==> src/hw/rtl/ffa_pkg.sv <==
`timescale 1ns / 1ps
// ----------------------------------------------------------------------------
// ffa_pkg
// Shared types and codes of the first-fit block allocator.
// ----------------------------------------------------------------------------
package ffa_pkg;

  localparam int CFG_IDX_W = 8;
  localparam logic [CFG_IDX_W-1:0] CFG_HEAP_BASE = 8'd0;
  localparam logic [CFG_IDX_W-1:0] CFG_MIN_FRAG  = 8'd1;

  localparam int SIZE_W  = 19;
  localparam int ADDR_W  = 32;
  localparam int COUNT_W = 13;
  localparam int NEED_W  = 20;

  localparam int BLOCK_BYTES = 64;
  localparam int BLOCK_SH    = $clog2(BLOCK_BYTES);

  typedef struct packed {
    logic              action;
    logic [SIZE_W-1:0] size_bytes;
    logic [ADDR_W-1:0] address;
  } in_word_t;

  typedef struct packed {
    logic               status;
    logic [ADDR_W-1:0]  result_address;
    logic [COUNT_W-1:0] free_blocks;
    logic [COUNT_W-1:0] taken_blocks;
  } out_word_t;

  typedef enum logic [4:0] {
    S_CLEAR, S_IDLE, S_DIV, S_ANEED, S_AWALK, S_AWAIT, S_ATAKE, S_AFIX1, S_AFIX2,
    S_FCHK, S_FLIVE, S_FWALK, S_FWAIT, S_FAFT, S_FLINK, S_FLINK2, S_DONE
  } state_t;

  typedef enum logic [4:0] {
    OP_NONE, OP_CLEAR, OP_LOAD, OP_DIV, OP_ANEED, OP_AREAD, OP_AFAIL, OP_AWAIT,
    OP_ATAKE, OP_AFIX1, OP_AFIX2, OP_FCHK, OP_FLIVE, OP_FREAD, OP_FWAIT, OP_FAFT,
    OP_FLINK, OP_FLINK2, OP_OUT
  } op_t;

  typedef struct packed {
    op_t op;
  } cmd_t;

  typedef struct packed {
    logic clr_done;
    logic div_done;
    logic is_free;
    logic cur_none;
    logic fit;
    logic chk_bad;
    logic live_bit;
    logic walk_more;
    logic after_none;
    logic out_busy;
  } sts_t;

endpackage

==> src/hw/rtl/ffa_ctrl.sv <==
`timescale 1ns / 1ps
// ----------------------------------------------------------------------------
// ffa_ctrl
// Sequencer for clearing, allocate walk and free insert/merge.
// ----------------------------------------------------------------------------
module ffa_ctrl import ffa_pkg::*; (
  input  logic clk,
  input  logic rst_n,
  input  logic in_valid,
  output logic in_stall,
  input  sts_t sts,
  output cmd_t cmd
);

  state_t state_r, state_nxt;

  always_ff @(posedge clk) begin
    if (!rst_n) begin
      state_r <= S_CLEAR;
    end else begin
      state_r <= state_nxt;
    end
  end

  always_comb begin
    state_nxt = state_r;
    case (state_r)
      S_CLEAR:  if (sts.clr_done) state_nxt = S_IDLE;
      S_IDLE:   if (in_valid) state_nxt = S_DIV;
      S_DIV:    if (sts.div_done) state_nxt = sts.is_free ? S_FCHK : S_ANEED;
      S_ANEED:  state_nxt = S_AWALK;
      S_AWALK:  state_nxt = sts.cur_none ? S_DONE : S_AWAIT;
      S_AWAIT:  state_nxt = sts.fit ? S_ATAKE : S_AWALK;
      S_ATAKE:  state_nxt = S_AFIX1;
      S_AFIX1:  state_nxt = S_AFIX2;
      S_AFIX2:  state_nxt = S_DONE;
      S_FCHK:   state_nxt = sts.chk_bad ? S_DONE : S_FLIVE;
      S_FLIVE:  state_nxt = sts.live_bit ? S_FWALK : S_DONE;
      S_FWALK: begin
        if (sts.walk_more) state_nxt = S_FWAIT;
        else if (sts.after_none) state_nxt = S_FLINK;
        else state_nxt = S_FAFT;
      end
      S_FWAIT:  state_nxt = S_FWALK;
      S_FAFT:   state_nxt = S_FLINK;
      S_FLINK:  state_nxt = S_FLINK2;
      S_FLINK2: state_nxt = S_DONE;
      S_DONE:   if (!sts.out_busy) state_nxt = S_IDLE;
      default:  state_nxt = S_CLEAR;
    endcase
  end

  always_comb begin
    cmd.op = OP_NONE;
    case (state_r)
      S_CLEAR:  cmd.op = OP_CLEAR;
      S_IDLE:   if (in_valid) cmd.op = OP_LOAD;
      S_DIV:    cmd.op = OP_DIV;
      S_ANEED:  cmd.op = OP_ANEED;
      S_AWALK:  cmd.op = sts.cur_none ? OP_AFAIL : OP_AREAD;
      S_AWAIT:  cmd.op = OP_AWAIT;
      S_ATAKE:  cmd.op = OP_ATAKE;
      S_AFIX1:  cmd.op = OP_AFIX1;
      S_AFIX2:  cmd.op = OP_AFIX2;
      S_FCHK:   cmd.op = OP_FCHK;
      S_FLIVE:  cmd.op = OP_FLIVE;
      S_FWALK:  cmd.op = sts.after_none ? OP_NONE : OP_FREAD;
      S_FWAIT:  cmd.op = OP_FWAIT;
      S_FAFT:   cmd.op = OP_FAFT;
      S_FLINK:  cmd.op = OP_FLINK;
      S_FLINK2: cmd.op = OP_FLINK2;
      S_DONE:   if (!sts.out_busy) cmd.op = OP_OUT;
      default:  cmd.op = OP_NONE;
    endcase
  end

  assign in_stall = state_r != S_IDLE;

endmodule

==> config.mk <==
export PLATFORM = sky130hd
export DESIGN_NAME = ffa_ctrl
export DESIGN_NICKNAME = d
export VERILOG_FILES = /design/src/hw/rtl/ffa_pkg.sv /design/src/hw/rtl/ffa_ctrl.sv
export SDC_FILE = /design/constraint.sdc
export NUM_CORES = 1
export LEC_CHECK = 0
export ABC_AREA = 1
export BUFFER_PORTS_ARGS = -buffer_cell sky130_fd_sc_hd__buf_4
export CORE_MARGIN = 1.5
export CORE_UTILIZATION = 45
export DETAILED_ROUTE_END_ITERATION = 10
export GPL_ROUTABILITY_DRIVEN = 0
export GPL_TIMING_DRIVEN = 0
export PLACE_DENSITY = 0.78
export SYNTH_ARGS = -nofsm -noshare
export SYNTH_HDL_FRONTEND = slang
export SYNTH_SLANG_ARGS = --single-unit
export TNS_END_PERCENT = 10
==> constraint.sdc <==
create_clock -name clk -period 1.3 [get_ports clk]
set_input_delay 0.065 -clock clk [delete_from_list [all_inputs] [get_ports clk]]
set_output_delay 0.065 -clock clk [all_outputs]
set_load 0.1 [all_outputs]
# Word-level counts from Yosys, hierarchy flattened
# Cells that the tools add are included.
# word_totals
register_bits	5
input_bits	13
out_inout_bits	6
elab_cells	42
# classes
n_eq_ne	21
mux	17
n_reduce_logical	3
# ops
cell	n
$pmux W5 S17	1
$pmux W5 S16	1
$eq A5 B4 Y1 const B	8
$mux W5	8
$eq A5 B3 Y1 const B	4
$eq A5 B2 Y1 const B	2
$mux W2	5
$mux W4	2
$ne A2 B2 Y1 const B	4
$eq A5 B1 Y1 const B	1
$eq A5 B5 Y1 const B	1
$logic_not A5 Y1	1
$ne A5 B1 Y1 const B	1
$reduce_and A4 Y1	1
$reduce_or A2 Y1	1

# Depth between registers and ports, before layout
# Gate-level depths: netlist of the first run.
# depth
depth_word	3
mapped_depth	9
mapped_depth_nobuf	9

# Worst setup path before layout of the first run
# Ideal clock, no wire load.
# synth_timing
path_kind	flip-flop to output port
from	register state_r[0]
to	output cmd[1] in the netlist's numbering
arrival_time_ps	3072
t_required_ps	1235
slack_ps	-1837
stages_incl_launch_ff	5
path_buffers	0
path_cell_list	dfxtp_1 > nand2_1 > nor2_2 > nand2_1 > o2111ai_1
# synth_lines
element	line	source
from (decl)	ffa_ctrl.sv:15	state_t state_r, state_nxt;
from (signal assigned)	ffa_ctrl.sv:21	state_r <= state_nxt;
to (decl)	ffa_ctrl.sv:12	output cmd_t cmd

==> results of run 1 <==
[layout make-up]
type                    count  area [µm²]
repair buffers             35         332
flip-flops and latches      5         115
multi-input cells          98         634
inverters                  16        65.1
plain buffers               1        11.3
clock buffers               4        26.3
fillers                    61         131
well taps                  15        18.8
[metrics by stage]
step / hold slack (ps) / instances / worst slack, ps / area, µm²
finish: 23.7 / 174 / -400 / 1200
global route: 46.3 / 174 / -419 / 1200
CTS: 18.4 / 171 / -284 / 1130
detailed placement: 278 / 153 / -269 / 901
global placement: 273 / 153 / -266 / 901
floorplan: 163 / 120 / -521 / 747
[layer usage]
layer	vias to the layer above	part of all wire (%)	GRT usage [%]
met1	494	36	43.1
met3	28	10	9.57
met2	84	48	62.1
li1	475	-	-
met4	0	5.7	17.7
met5	-	0	0
[power groups by stage]
stage | logic [mW] | registers (mW) | clock network [mW]
6_report | 1.88 | 0.277 | 0.197
5_1_grt | 1.94 | 0.282 | 0.205
4_1_cts | 1.62 | 0.271 | 0.190
3_5_place_dp | 1.29 | 0.260 | 0
3_3_place_gp | 1.28 | 0.259 | 0
2_1_floorplan | 1.02 | 0.250 | 0
[synthesized netlist by cell type]
| cell | instances | area share [%] |
|---|---|---|
| nor2b_1 | 1 | 0.95 |
| nand3_1 | 16 | 12 |
| nor2_2 | 4 | 3.8 |
| nand2_2 | 3 | 2.8 |
| nor2_4 | 3 | 5.1 |
| nand4_1 | 5 | 4.7 |
| nor2_1 | 15 | 8.5 |
| o21ai_0 | 2 | 1.5 |
| nor3b_1 | 1 | 1.1 |
| nand2_1 | 34 | 19 |
| or2_1 | 1 | 0.95 |
| inv_2 | 2 | 1.1 |
| o2111ai_1 | 2 | 2.6 |
| a21oi_1 | 3 | 2.3 |
| nand3b_1 | 1 | 1.1 |
| inv_1 | 14 | 7.9 |
| o21a_1 | 1 | 1.1 |
| o21ai_1 | 2 | 1.5 |
| dfxtp_1 | 5 | 15 |
| o211ai_1 | 1 | 1.1 |
| buf_4 | 1 | 1.1 |
| nand3_2 | 2 | 3.0 |
| o22ai_1 | 1 | 0.95 |
[final timing paths]
kind	startpoint	slack, ps	end
worst max register to register	state_r[0]	-320	state_r[2]
worst min-delay path	rst_n	20	state_r[4]
worst max-delay path	state_r[0]	-400	cmd[0]
worst min register to register	state_r[0]	800	state_r[2]
[timing repair]
item | 4_1_cts | 5_1_grt
setup endpoints to repair | 10 | 11
resized for setup | 27 | 13
pin swaps | 13 | 9
buffers inserted | 14 | 3
[worst max-delay path, cell delays in order (launching register included)]
cell     delay [ps]
dfxtp_4         380
nand2_1         130
nor2_4           70
nand2_2         110
o21ai_2          80
nor3b_2         200
nand4_1         190
buf_12          220
[cells by family (layout without fill, tap and decap cells)]
family                 after synthesis  in the layout  synth area share (%)
AO/OA/AOI/OAI                       12             12                  11.2
buffers and inverters               17             56                  10.2
flip-flops                           5              5                  15.1
AND/OR/NAND/NOR                     86             86                  63.5
==> impl_metrics.py, run 1 <==
metrics = {
    "sta": {
        "max_freq_mhz": 588,
        "clock-skew-final_ps": 2.79,
        "finalSetupViolations": 11,
        "fin_crit_sh_pct": 131,
        "worst_pin_slew_ps": 439,
        "hold_viol": 0,
        "relSlewSlack_pct": 70.4,
        "slew_viol_final": 0,
        "fin_crit_ps": 1700,
        "setup_tns_ps": -2810,
        "worst_slack_ps": -400,
        "rsz0062_at_grt": "yes",
    },
    "cts": {
        "cts_buffer_depth": 2,
        "clk_latency_ps": 260,
        "cts_inserted_buffers": 3,
        "root_buffer": "clkbuf_4",
        "clk_pin_slew_ps": 50,
        "cts_hold_buf": 0,
        "cts_sinks": 5,
        "tritoncts": "built",
        "htree_levels": 1,
    },
    "yosys": {
        "seq_area_frac_synth_pct": 15.1,
        "syn_area_per_cell_um2": 5.52,
        "yosys_warnings": 0,
        "syn_inst": 120,
        "synth.distinct_cells": 23,
        "netlist_area_um2": 662,
        "syn-num-nets": 133,
        "synth-seq-cells": 5,
    },
    "floorplanning": {
        "die_y_um": 41.4,
        "row_count": 13,
        "core_mm2": 0.00133,
        "initial_core_util_pct": 49.6,
        "design.die.area_mm2": 0.00171,
        "die_w_um": 41.4,
        "ios": 19,
    },
    "grt": {
        "antenna_found_initial": 0,
        "grt_pass1_wl_um": 4020,
        "overflow": 0,
        "grt_pass1_vias": 882,
        "grt_usage_pct": 36.9,
        "grt_max_degree": 8,
    },
    "worst_setup_path": {
        "critical_path_class": "flop to primary output",
        "critPathMaxFanout": 7,
        "cp_data_required_time_ps": 1240,
        "r2r_cells": 7,
        "end_kind": "primary output",
        "arrival_ps": 1630,
        "cp-start-kind": "flop",
    },
    "status": {
        "status": "finished, violations left",
        "violations": "setup timing",
    },
    "power": {
        "clockPowerShare_pct": 8.4,
        "combPwrFrac_pct": 79.9,
        "power.switching_mw": 1.32,
        "power_mw": 2.36,
        "peakVddDrop_mv": 1.47,
        "switching_share_pct": 56.2,
        "p_int_mw": 1.03,
        "p_leak_nw": 0.624,
        "pwr-share-seq_pct": 11.8,
        "power_density_mw_per_mm2": 1960,
    },
    "routing": {
        "drc_errors": 0,
        "drtIter0Drc": 94,
        "vias": 1081,
        "firstDrtPassIters": 5,
        "ant_nets": 0,
        "drt_wl_total_um": 3310,
        "viasPerCell": 6.21,
        "route.detailed.wl_per_inst_um": 19.0,
    },
    "finish": {
        "drive_gt1_share_pct": 52.2,
        "largest_reg_flops": 5,
        "top_regs": "state_r: 5 flops",
        "fin_util_pct": 90.2,
        "fin_nets": 173,
        "synthToLayoutAreaGrowth_pct": 81.7,
        "mostFrequentLayoutCells": "28 x buf_4, 25 x nand2_1, 13 x nand3_1",
        "layout_commonest_cell": "buf_4",
        "diodes": 0,
        "top_register": "state_r",
    },
    "placed_design": {
        "io_buffer_count": 18,
        "post-dp-hpwl_um": 1590,
    },
    "hold_path": {
        "hold_path_class": "input port to flop",
        "holdPathStages": 3,
    },
    "flow_run": {
        "maxCapViolCount": 0,
    },
}
Note: power is estimated with default switching activity, not from simulation.
==> inputs of run 2 (changes only) <==
Settings changed: CORE_UTILIZATION 45 to 47, CTS_BUF_LIST set to sky130_fd_sc_hd__clkbuf_8, PLACE_DENSITY 0.78 to 0.81.
==> run 2 against run 1 <==
Against the previous run:
- the run now fails in global routing (5_1_grt)
- area after synthesis unchanged
- synthesized cell count unchanged
==> impl_metrics.py, run 2 <==
metrics = {
    "status": {
        "status": "aborted with a tool error",
        "lastStage": "global routing (5_1_grt)",
        "error": "[ERROR GRT-0232] Routing congestion too high. Check the congestion heatmap in the GUI.",
    },
    "yosys": {
        "syn_inst": 120,
        "synthTopCellsByCount": "34 x nand2_1, 16 x nand3_1, 15 x nor2_1, 14 x inv_1",
        "syn-num-nets": 133,
        "ys_top_cells_by_area": "nand2_1 19%, dfxtp_1 15%, nand3_1 12%",
        "synth-seq-cells": 5,
        "syn_area_per_cell_um2": 5.52,
        "yosys_warnings": 0,
        "synth.largest_area_cell": "nand2_1",
        "synth.distinct_cells": 23,
        "synth_ff_type": "dfxtp_1",
        "async_flop_share_pct": 0,
        "synth_edf_count": 0,
        "yosysMostFrequentCell": "nand2_1",
        "netlist_area_um2": 662,
        "seq_area_frac_synth_pct": 15.1,
        "synth_top_cell_area_share_pct": 19.3,
    },
    "placed_design": {
        "dp_slack_ps": -268,
        "post-dp-hpwl_um": 1550,
        "io_buffer_count": 18,
        "placed_cells": 153,
    },
    "floorplanning": {
        "die_y_um": 40.5,
        "die_w_um": 40.5,
        "ios": 19,
        "initial_core_util_pct": 50.9,
        "row_count": 13,
    },
    "cts": {
        "root_buffer": "clkbuf_8",
        "cts_inserted_buffers": 3,
        "htree_levels": 1,
        "cts_sinks": 5,
        "cts_buffer_depth": 2,
        "cts_hold_buf": 0,
    },
    "grt": {
        "grt_usage_pct": 76.3,
        "overflow": 27,
        "grt_max_degree": 8,
    },
    "sta": {
        "worst-ep-kind": "output port",
        "crit_endpoint": "cmd[0]",
    },
}
==> run 2: cell counts after synthesis <==
Identical to the previous run, type by type.
==> run 2: cells by family after synthesis <==
kind of cell	share of synthesized area, %
simple gates	63.5
buf+inv	10.2
flops	15.1
compound gates	11.2
==> run 2: metal layers <==
layer  track usage [%]  GRT overflow
met3              58.3             0
met4              91.7             9
met5                 0             0
met2               100            18
met1              67.1             0
==> run 2: per-stage QoR <==
stage	utilization (%)	cell area (µm²)
3_5_place_dp	69.2	901
4_1_cts	93.1	1210
3_3_place_gp	69.2	901
2_1_floorplan	-	747
==> run 2: what timing repair did <==
action	4_1_cts
setup buffers	18
endpoints found under the hold margin	0
pin swaps	20
setup endpoints to repair	10
gates cloned	0
resized for setup	34
==> inputs of run 3 (changes only) <==
Settings changed: CORE_AREA set to 2 2 63 65, CORE_MARGIN 1.5 to not set, CORE_UTILIZATION 47 to not set, CTS_BUF_LIST sky130_fd_sc_hd__clkbuf_8 to not set, DIE_AREA set to 0 0 65 67, PLACE_DENSITY 0.81 to not set, PLACE_DENSITY_LB_ADDON set to 0.15.
Clock period 1.3 ns to 1.7 ns, I/O delays scaled along.
==> run 3 against run 2 <==
Against the previous run:
- the run now ends clean
==> impl_metrics.py, run 3 (synthesized netlist as in run 1, its figures left out) <==
metrics = {
    "cts": {
        "tritoncts": "built",
        "clk_latency_ps": 220,
        "htree_levels": 1,
        "cts_sinks": 5,
        "clk_pin_slew_ps": 30,
        "root_buffer": "clkbuf_8",
        "cts_inserted_buffers": 3,
        "cts_buffer_depth": 2,
    },
    "sta": {
        "hold_viol": 0,
        "clock-skew-final_ps": 1.50,
        "fin_crit_sh_pct": 97.4,
        "setup_tns_ps": 0,
        "fin_crit_ps": 1660,
        "relSlewSlack_pct": 81.6,
        "rsz0062_at_grt": "yes",
        "worst_pin_slew_ps": 278,
        "worst_slack_ps": 43.7,
        "slew_viol_final": 0,
        "max_freq_mhz": 604,
        "finalSetupViolations": 0,
    },
    "worst_setup_path": {
        "path_common_cell": "nand2_2",
        "critical_path.endpoint": "cmd[0]",
        "max_stage_delay_ps": 370,
        "r2r_cells": 9,
        "critical_path_class": "flop to primary output",
        "r2r-end": "state_r[1]",
        "cp_data_required_time_ps": 1620,
        "path_delay_family": "simple AND/OR/NAND/NOR gates",
        "path_cells": "inv_4, nand2_2, nor2_4, nand2_2, nand2_2, nor3b_2, nand4_1, buf_8",
        "reg2reg_slack_ps": 250,
        "critPathSlowestCell": "dfxtp_4",
        "cp-start-kind": "flop",
        "arrival_ps": 1570,
        "startpoint": "state_r[1]",
        "regToRegStartpoint": "state_r[3]",
        "cp.depth": 8,
        "end_kind": "primary output",
        "critPathMaxFanout": 6,
        "cp.buffers_inverters": 2,
    },
    "hold_path": {
        "hold_path_class": "input port to flop",
        "holdPathStages": 3,
    },
    "floorplanning": {
        "ios": 19,
        "design.die.area_mm2": 0.00436,
        "die_y_um": 67,
        "row_count": 22,
        "die_w_um": 65,
        "initial_core_util_pct": 18.4,
        "core_mm2": 0.00361,
    },
    "finish": {
        "fin_nets": 167,
        "synthToLayoutAreaGrowth_pct": 74.5,
        "fill_cells": 391,
        "layout_commonest_cell": "nand2_1",
        "fin_util_pct": 32.0,
        "top_register": "state_r",
        "drive_gt1_share_pct": 46.4,
        "stdcell_count": 201,
        "largest_reg_flops": 5,
        "diodes": 0,
        "mostFrequentLayoutCells": "26 x nand2_1, 24 x buf_4, 15 x nand3_1",
        "top_regs": "state_r: 5 flops",
    },
    "grt": {
        "overflow": 0,
        "antenna_found_initial": 0,
        "grt_pass1_wl_um": 3550,
        "grt_usage_pct": 10.3,
        "grt_pass1_vias": 799,
        "grt_max_degree": 11,
    },
    "routing": {
        "drtIter0Drc": 42,
        "vias": 921,
        "firstDrtPassIters": 5,
        "drt_wl_total_um": 2350,
        "ant_nets": 0,
        "drc_errors": 0,
        "route.detailed.wl_per_inst_um": 11.7,
        "viasPerCell": 4.58,
    },
    "power": {
        "power_mw": 1.58,
        "p_leak_nw": 0.592,
        "peakVddDrop_mv": 0.434,
        "power_density_mw_per_mm2": 1370,
    },
    "flow_run": {
        "maxCapViolCount": 0,
    },
    "placed_design": {
        "placed_cells": 186,
        "io_buffer_count": 18,
        "post-dp-hpwl_um": 1800,
        "dp_slack_ps": 33.4,
    },
    "status": {
        "status": "completed",
    },
}
## run 3: metrics by stage
step           instance area, µm²  hold slack, ps
2_1_floorplan                 686             183
3_3_place_gp                  881             303
3_5_place_dp                  881             317
4_1_cts                       968            89.2
5_1_grt                      1150            98.6
6_report                     1150            88.5
## run 3: worst min path at each step
stage / startpoint / endpoint / slack (ps)
after global placement: rst_n / state_r[4] / 300
after global routing: rst_n / state_r[2] / 100
final: rst_n / state_r[4] / 90
after floorplan: rst_n / state_r[4] / 180
after CTS: rst_n / state_r[4] / 90
after detailed placement: rst_n / state_r[4] / 320
## run 3: tightest hold or removal path: cells and delay by family
family                 cells  cell delay, ps
buffers and inverters      2             140
and+or+nand+nor            1              50
## run 3: what timing repair did
| item | in CTS | in global routing |
|---|---|---|
| setup endpoints to repair | 5 | 5 |
| gates resized for setup | 14 | 31 |
| endpoints found under the hold margin | 0 | 0 |
| buffers inserted | 0 | 11 |
| pin swaps | 0 | 10 |
| hold buffers | 0 | 0 |
## run 3: report_power, final
| group | leakage [nW] | internal [mW] | total [mW] | switching, mW |
|---|---|---|---|---|
| Combinational | 0.526 | 0.392 | 1.16 | 0.772 |
| Clock | 0.0228 | 0.160 | 0.211 | 0.0510 |
| Sequential | 0.0433 | 0.152 | 0.207 | 0.0552 |
## run 3: final cells by class
type	instances	area, µm²	area share, %
buffer	1	7.51	0.650
inverter	16	66.3	5.74
timing repair buffer	29	264	22.9
multi-input combinational	98	599	51.9
sequential	5	113	9.75
tap	48	60.1	5.20
clock buffer	4	45.0	3.90
## run 3: metal layers
layer  wire [µm]  global-route usage, %  up-vias
met3         186                   2.36        4
met1         980                   13.5      415
li1            -                      -      460
met5           0                      0        -
met2        1160                   17.0       42
met4          22                   2.39        0
==> inputs of run 4 (changes only) <==
Clock period 1.7 ns to 1.9 ns, I/O delays scaled along.
==> run 4 against run 3 <==
Against the previous run:
- flip-flop and latch count unchanged
- critical path depth unchanged
- global-route usage stayed put
- register-to-register slack better by 250 ps
- clock power shrank 10%
- clock-buffer cell count unchanged
- final cell count fell by 5.5%
- sequential power shrank 20%
- wire length shrank 9.6%
- worst hold slack improved by 8.9 ps
- sequential share of layout area is 1.1 points higher
- clock skew about the same
- critical path type unchanged
- critical endpoint is now cmd[1]
==> impl_metrics.py, run 4 (synthesized netlist as in run 1, its figures left out) <==
metrics = {
    "worst_setup_path": {
        "critical_path_class": "flop to primary output",
        "cp-start-kind": "flop",
        "r2r_cells": 8,
        "arrival_ps": 1690,
        "end_kind": "primary output",
        "regToRegStartpoint": "state_r[0]",
        "r2r-end": "state_r[4]",
        "cp_data_required_time_ps": 1800,
        "critPathMaxFanout": 6,
        "reg2reg_slack_ps": 500,
    },
    "power": {
        "p_leak_nw": 0.498,
        "pwr-share-seq_pct": 13.5,
        "clockPowerShare_pct": 15.4,
        "combPwrFrac_pct": 71.0,
        "power_density_mw_per_mm2": 1300,
        "power_mw": 1.23,
        "peakVddDrop_mv": 0.394,
        "p_int_mw": 0.512,
        "switching_share_pct": 58.4,
        "power.switching_mw": 0.719,
    },
    "cts": {
        "clk_pin_slew_ps": 30,
        "cts_inserted_buffers": 3,
        "cts_buffer_depth": 2,
        "cts_sinks": 5,
        "htree_levels": 1,
        "tritoncts": "built",
        "clk_latency_ps": 220,
        "root_buffer": "clkbuf_8",
    },
    "finish": {
        "stdcell_count": 190,
        "top_regs": "state_r: 5 flops",
        "synthToLayoutAreaGrowth_pct": 42.5,
        "fill_cells": 418,
        "diodes": 0,
        "layout_commonest_cell": "nand2_1",
        "largest_reg_flops": 5,
        "fin_nets": 156,
        "drive_gt1_share_pct": 28.2,
        "mostFrequentLayoutCells": "34 x nand2_1, 16 x nand3_1, 15 x buf_4, 15 x nor2_1, 14 x inv_1",
        "top_register": "state_r",
    },
    "routing": {
        "route.detailed.wl_per_inst_um": 11.2,
        "ant_nets": 0,
        "drtIter0Drc": 43,
        "drc_errors": 0,
        "firstDrtPassIters": 4,
        "vias": 842,
        "drt_wl_total_um": 2130,
        "viasPerCell": 4.43,
    },
    "grt": {
        "antenna_found_initial": 0,
        "grt_max_degree": 11,
        "grt_pass1_vias": 798,
        "grt_usage_pct": 10.3,
        "overflow": 0,
        "grt_pass1_wl_um": 3530,
    },
    "sta": {
        "hold_viol": 0,
        "fin_crit_ps": 1780,
        "slew_viol_final": 0,
        "worst_slack_ps": 115,
        "fin_crit_sh_pct": 93.9,
        "clock-skew-final_ps": 1.38,
        "fin_hold_ws_ps": 97.5,
        "max_freq_mhz": 560,
        "rsz0062_at_grt": "yes",
        "relSlewSlack_pct": 78.8,
        "finalSetupViolations": 0,
        "worst_pin_slew_ps": 317,
    },
    "floorplanning": {
        "initial_core_util_pct": 18.4,
        "die_y_um": 67,
        "design.die.area_mm2": 0.00436,
        "ios": 19,
        "row_count": 22,
        "die_w_um": 65,
        "core_mm2": 0.00361,
    },
    "hold_path": {
        "hold_path_class": "input port to flop",
        "min_to": "state_r[4]",
        "holdPathStages": 3,
        "hold_start": "rst_n",
    },
    "placed_design": {
        "post-dp-hpwl_um": 1800,
        "io_buffer_count": 18,
        "placed_cells": 186,
        "dp_slack_ps": 223,
    },
    "status": {
        "status": "completed",
    },
    "flow_run": {
        "maxCapViolCount": 0,
    },
}
==> run 4: cell type report <==
class / count / area [µm²] / area share [%]
Multi-Input combinational cell: 98 / 518 / 54.9
Timing Repair Buffer: 18 / 150 / 15.9
Sequential cell: 5 / 103 / 10.9
Inverter: 16 / 60.1 / 6.37
Tap cell: 48 / 60.1 / 6.37
Clock buffer: 4 / 45.0 / 4.77
Buffer: 1 / 7.51 / 0.796
==> run 4: repair_timing <==
| action | CTS | global route |
|---|---|---|
| gates resized for setup | 0 | 6 |
| hold buffers | 0 | 0 |
| endpoints found under the setup margin | 0 | 5 |
| buffers inserted | 0 | 0 |
==> run 4: per-stage QoR <==
stage	utilization, %	TNS (ps)	instance area (µm²)
6_report	26.2	0	943
5_1_grt	26.2	-2.03	943
4_1_cts	25.7	0	926
3_5_place_dp	24.4	0	881
3_3_place_gp	24.4	0	881
2_1_floorplan	-	-489	686
==> run 4: power by group through the flow <==
stage                     clock network, mW  logic (mW)  registers (mW)
after floorplan                           0       0.679           0.156
after global placement                    0       0.854           0.167
after detailed placement                  0       0.848           0.167
after CTS                             0.197       0.850           0.165
after global routing                  0.207       0.940           0.171
final                                 0.190       0.874           0.166
==> run 4: worst max-delay path by stage <==
stage	start	end	slack, ps	cells past startpoint
after floorplan	state_r[1]	cmd[1]	-350	5
after global placement	state_r[4]	cmd[1]	170	6
after detailed placement	state_r[4]	cmd[3]	220	6
after CTS	state_r[1]	cmd[0]	0.9	8
after global routing	state_r[0]	cmd[2]	-2	7
final	state_r[4]	cmd[1]	120	8
==> run 4: worst max-delay path, stage by stage (launching register included) <==
cell	delay [ps]
dfxtp_2	360
nor2_1	190
nand2_1	140
inv_2	100
nand2_1	70
nor2_1	170
nor2_1	110
o2111ai_4	80
buf_6	250
==> run 4: metal layers <==
layer | up-vias | part of all wire [%] | wire length, µm | GRT usage [%]
met1 | 373 | 45 | 961 | 13.5
met3 | 4 | 5.6 | 120 | 2.36
met5 | - | 0 | 0 | 0
met2 | 22 | 48 | 1020 | 17.0
li1 | 443 | - | - | -
met4 | 0 | 0.99 | 21 | 2.39
